**config.mk**
```make
export PLATFORM = sky130hd
export DESIGN_NAME = uct_divider
export DESIGN_NICKNAME = d
export VERILOG_FILES = /design/src/hdl/uct_pkg.sv /design/src/hdl/uct_divider.sv
export SDC_FILE = /design/constraint.sdc
export NUM_CORES = 1
export LEC_CHECK = 0
export BUFFER_PORTS_ARGS = -buffer_cell sky130_fd_sc_hd__buf_2
export CAP_MARGIN = 20
export CORE_MARGIN = 2
export CORE_UTILIZATION = 35
export DETAILED_ROUTE_END_ITERATION = 16
export GPL_ROUTABILITY_DRIVEN = 0
export GPL_TIMING_DRIVEN = 0
export PLACE_DENSITY_LB_ADDON = 0.08
export SYNTH_ARGS = -nofsm -noshare
export SYNTH_HDL_FRONTEND = slang
export SYNTH_SLANG_ARGS = --single-unit
```
**constraint.sdc**
```tcl
create_clock -name i_clk -period 12.4 [get_ports i_clk]
set_clock_uncertainty 0.05 [all_clocks]
set_input_delay 3.1 -clock i_clk [delete_from_list [all_inputs] [get_ports i_clk]]
set_output_delay 3.1 -clock i_clk [all_outputs]
set_load 0.01 [all_outputs]
```
**src/hdl/uct_pkg.sv**
```systemverilog
// uct_pkg: shared types and constants for the uct best-child selector
// no dependencies
`timescale 1ns / 1ps
package uct_pkg;
    localparam int unsigned SCORE_W = 48;
    localparam logic [16:0] WEIGHT_ONE = 17'd65536;
    localparam logic [31:0] LN2_Q32 = 32'd2977044472;
    localparam logic signed [47:0] SCORE_MAX = {1'b0, {47{1'b1}}};
    localparam logic signed [47:0] SCORE_MIN = {1'b1, {47{1'b0}}};

    typedef enum logic [3:0] {
        ST_IDLE, ST_LOG_INIT, ST_LOG_SQ, ST_LOG_NORM, ST_LN,
        ST_DIV1, ST_DIV2, ST_SQRT, ST_MUL, ST_SUM, ST_OUT
    } t_state;
endpackage

```
**src/hdl/uct_divider.sv**
```systemverilog
// uct_divider: restoring divider, one quotient bit per cycle
// depends on uct_pkg
`timescale 1ns / 1ps
module uct_divider
    import uct_pkg::*;
(
    input  logic        i_clk,
    input  logic        i_rst_n,
    input  logic        i_start,
    input  logic [63:0] i_num,
    input  logic [31:0] i_den,
    output logic        o_done,
    output logic [63:0] o_quot
);
    logic [63:0] r_num, n_num;
    logic [32:0] r_rem, n_rem;
    logic [6:0]  r_cnt, n_cnt;
    logic        r_busy, n_busy;
    logic [32:0] w_trial;

    always_comb begin
        n_num  = r_num;
        n_rem  = r_rem;
        n_cnt  = r_cnt;
        n_busy = r_busy;
        w_trial = {r_rem[31:0], r_num[63]};
        if (i_start) begin
            n_num  = i_num;
            n_rem  = '0;
            n_cnt  = 7'd0;
            n_busy = 1'b1;
        end else if (r_busy) begin
            if (w_trial >= {1'b0, i_den}) begin
                n_rem = w_trial - {1'b0, i_den};
                n_num = {r_num[62:0], 1'b1};
            end else begin
                n_rem = w_trial;
                n_num = {r_num[62:0], 1'b0};
            end
            n_cnt = r_cnt + 7'd1;
            if (r_cnt == 7'd63) n_busy = 1'b0;
        end
    end

    always_ff @(posedge i_clk) begin
        if (!i_rst_n) begin
            r_busy <= 1'b0;
            r_cnt  <= '0;
        end else begin
            r_busy <= n_busy;
            r_cnt  <= n_cnt;
        end
        r_num <= n_num;
        r_rem <= n_rem;
    end

    // last quotient bit formed in the done cycle, independent of a new start
    assign o_done = r_busy && (r_cnt == 7'd63);
    assign o_quot = {r_num[62:0], (w_trial >= {1'b0, i_den})};
endmodule

```
==> impl_metrics.yaml <==
floorplan:
  die_h_um: 145
  num_rows: 51
  core-area_um2: 19500
  pin_count: 164
  dieArea_um2: 21100
  start_util_pct: 35.7
  die_w_um: 145
clocking:
  htree_levels: 3
  root_buffer: "clkbuf_16"
  hold_buffers: 0
  cts_tree: "done"
  numCtsBuffers: 9
  cts_resized: 0
  clkSlewWorstSetupHoldPaths_ps: 70
  clock_path_buffers: 2
  post_cts_buffers: 0
  cts_sinks: 104
  clkLatencyLatePin_ps: 360
placement:
  dp_cells: 1150
  dp_hpwl_um: 13900
  place_area_um2: 8140
  io_buffers: 163
yosys:
  synth_flop_cell: "edfxtp_1"
  synthTopCellsByArea: "edfxtp_1 (28%), dfxtp_1 (11%), mux2_2 (10%)"
  yosysTopAreaCellShare_pct: 27.6
  synth_enable_flop_cells: 64
  syn_inst: 721
  ys_async_sr_fraction_pct: 0
  synth.yosys.seq_area_share_pct: 39.1
  yosysUniqueCellTypes: 65
  synth_area_per_cell_um2: 9.67
  synth_area_um2: 6970
  synth_area_leader_cell: "edfxtp_1"
  ys_seq_elements: 104
  ys_warn_count: 0
  syn-num-nets: 854
sta:
  drv_slew: 0
  hold_viol_final: 0
  setup_viol: 0
  maxSlewHeadroom_pct: 56.5
  hold_ws_ps: 451
  max_freq_mhz: 105
  fin_crit_ps: 9510
  setup_tns_ps: 0
  tightest_slew_ps: 646
  rsz0062_at_grt: "no"
  fin_crit_sh_pct: 76.7
layout:
  stdcell_count: 1167
  final_area_um2: 8440
  final_nets: 1029
  area_growth_pct: 21.0
  drive_above_1_share_pct: 36.5
detailed_routing:
  viasPerCell: 4.96
  drt_iter0_markers: 316
  routed-via-count: 5786
  antenna_left: 0
  wire_per_inst_um: 15.9
  drtPass1Iterations: 6
  drt_wl_total_um: 18500
  drcViolationCount: 0
critical_path:
  slowest_stage: "nor4_1"
  critPathKind: "in2out"
  required_ps: 9250
  crit_fanout: 9
  cp_slowest_stage_delay_ps: 620
  arrival_ps: 6360
  r2r_slack_ps: 8440
  cp-end-kind: "output pin"
  critPathLaunchType: "primary input"
  path_cells: "buf_2 -> inv_1 -> ha_1 -> clkbuf_1 -> nand2_1 -> nor3_1 -> nand2_1 -> nor4_1 -> a221o_1 -> a211o_1 -> nor2_2 -> inv_1 -> buf_2"
global_route:
  grt_overflow: 0
  grt_pass1_wl_um: 29600
  antenna_found_initial: 1
  grt_pass1_vias: 5513
  track_usage_pct: 17.4
  grt_max_degree: 39
status:
  outcome: "finished clean"
power:
  vdd_drop_max_mv: 0.0685
  p_leak_uw: 0.00371
  powerDensity_nw_per_um2: 113
flow_run:
  maxCapViolations: 0
hold_path:
  holdCritPathClass: "reg2reg"
[state kept, by name, summed over array words and instances (netlist names)]
register	cells
r_num	64
r_busy	1
r_rem	32
r_cnt	7
[synth_stat cells, types with 6 or more instances]
cell type and count:
o31ai_1 7, mux2_2 65, edfxtp_1 64, o211ai_1 9, nand3_1 34, buf_4 65
dfxtp_1 40, nand2_1 39, a31oi_1 10, inv_1 46, a21o_1 11, a21oi_1 40
ha_1 33, and3_1 6, nor3_1 8, o21bai_1 8, o21ai_0 34, xor2_1 10
xnor2_1 17, a311oi_1 22, nor2_1 52, clkbuf_1 22
[final cells by class]
type,instances,area (um2)
Tap cell,265,332
Clock buffer,9,225
Clock inverter,7,71.3
Inverter,46,173
Sequential cell,104,2720
Fill cell,2013,11100
Timing Repair Buffer,164,836
Multi-Input combinational cell,475,3460
Buffer,96,619
Antenna cell,1,2.50
[per-stage QoR]
step	worst slack, ps	power (uW)	util [%]
after floorplan	4140	595	-
after global placement	2960	672	41.6
after detailed placement	2980	671	41.7
after CTS	2960	966	43.2
after global routing	2560	1000	43.2
final	2890	956	43.2
[placed cells by master (no fill, tap or decap), drive strengths merged, types with 3 or more instances in the layout]
| cell type | count |
|---|---|
| dfxtp | 40 |
| a21o | 11 |
| inv | 51 |
| ha | 33 |
| edfxtp | 64 |
| nand4 | 6 |
| a31oi | 11 |
| nand2b | 4 |
| nand3 | 34 |
| buf | 237 |
| a211oi | 4 |
| nor2b | 3 |
| nor3 | 8 |
| a311oi | 22 |
| xnor2 | 17 |
| nor2 | 54 |
| o21a | 5 |
| and2 | 4 |
| clkbuf | 32 |
| o31ai | 7 |
| or3 | 5 |
| mux2 | 65 |
| o21ai | 37 |
| and3 | 7 |
| o211ai | 9 |
| xor2 | 10 |
| a21oi | 40 |
| nand2 | 39 |
| o21bai | 8 |
| or4 | 3 |
| a211o | 4 |
[final timing paths]
kind | startpoint | to | depth (start not counted)
setup / recovery | i_den[22] | o_quot[0] | 13
hold / removal | r_cnt[5] | r_cnt[5] | 2
hold reg to reg | r_cnt[5] | r_cnt[5] | 2
setup reg to reg | r_rem[21] | r_rem[7] | 11
[critical path: cells and delay by family]
kind / cells / cell delay [ps]
fa+ha+maj: 1 / 260
simple gates: 5 / 1370
buf+inv: 5 / 860
compound gates: 2 / 740
[power by group]
group / total (uW) / switching [uW] / internal, uW
combinational: 243 / 123 / 120
sequential: 421 / 17.8 / 403
clock: 292 / 149 / 143
[cells by family after synthesis]
kind of cell / after synthesis / share of synthesized area (%)
adder cells (fa/ha/maj): 34 / 6.21
buffers and inverters: 142 / 11.4
XOR/XNOR: 27 / 3.39
AO/OA/AOI/OAI: 176 / 17.3
flip-flops: 104 / 39.1
multiplexers: 66 / 10.6
AND/OR/NAND/NOR: 172 / 12.0
[routing by layer]
metal,vias to the layer above,wire [um],global-route usage (%),part of all wire (%)
met5,-,0,0,0
met4,0,140,3.24,0.76
met1,2673,8920,24.5,48
met2,166,8340,27.9,45
li1,2935,-,-,-
met3,12,1120,3.77,6.1
(Power assumes the default switching activity.)
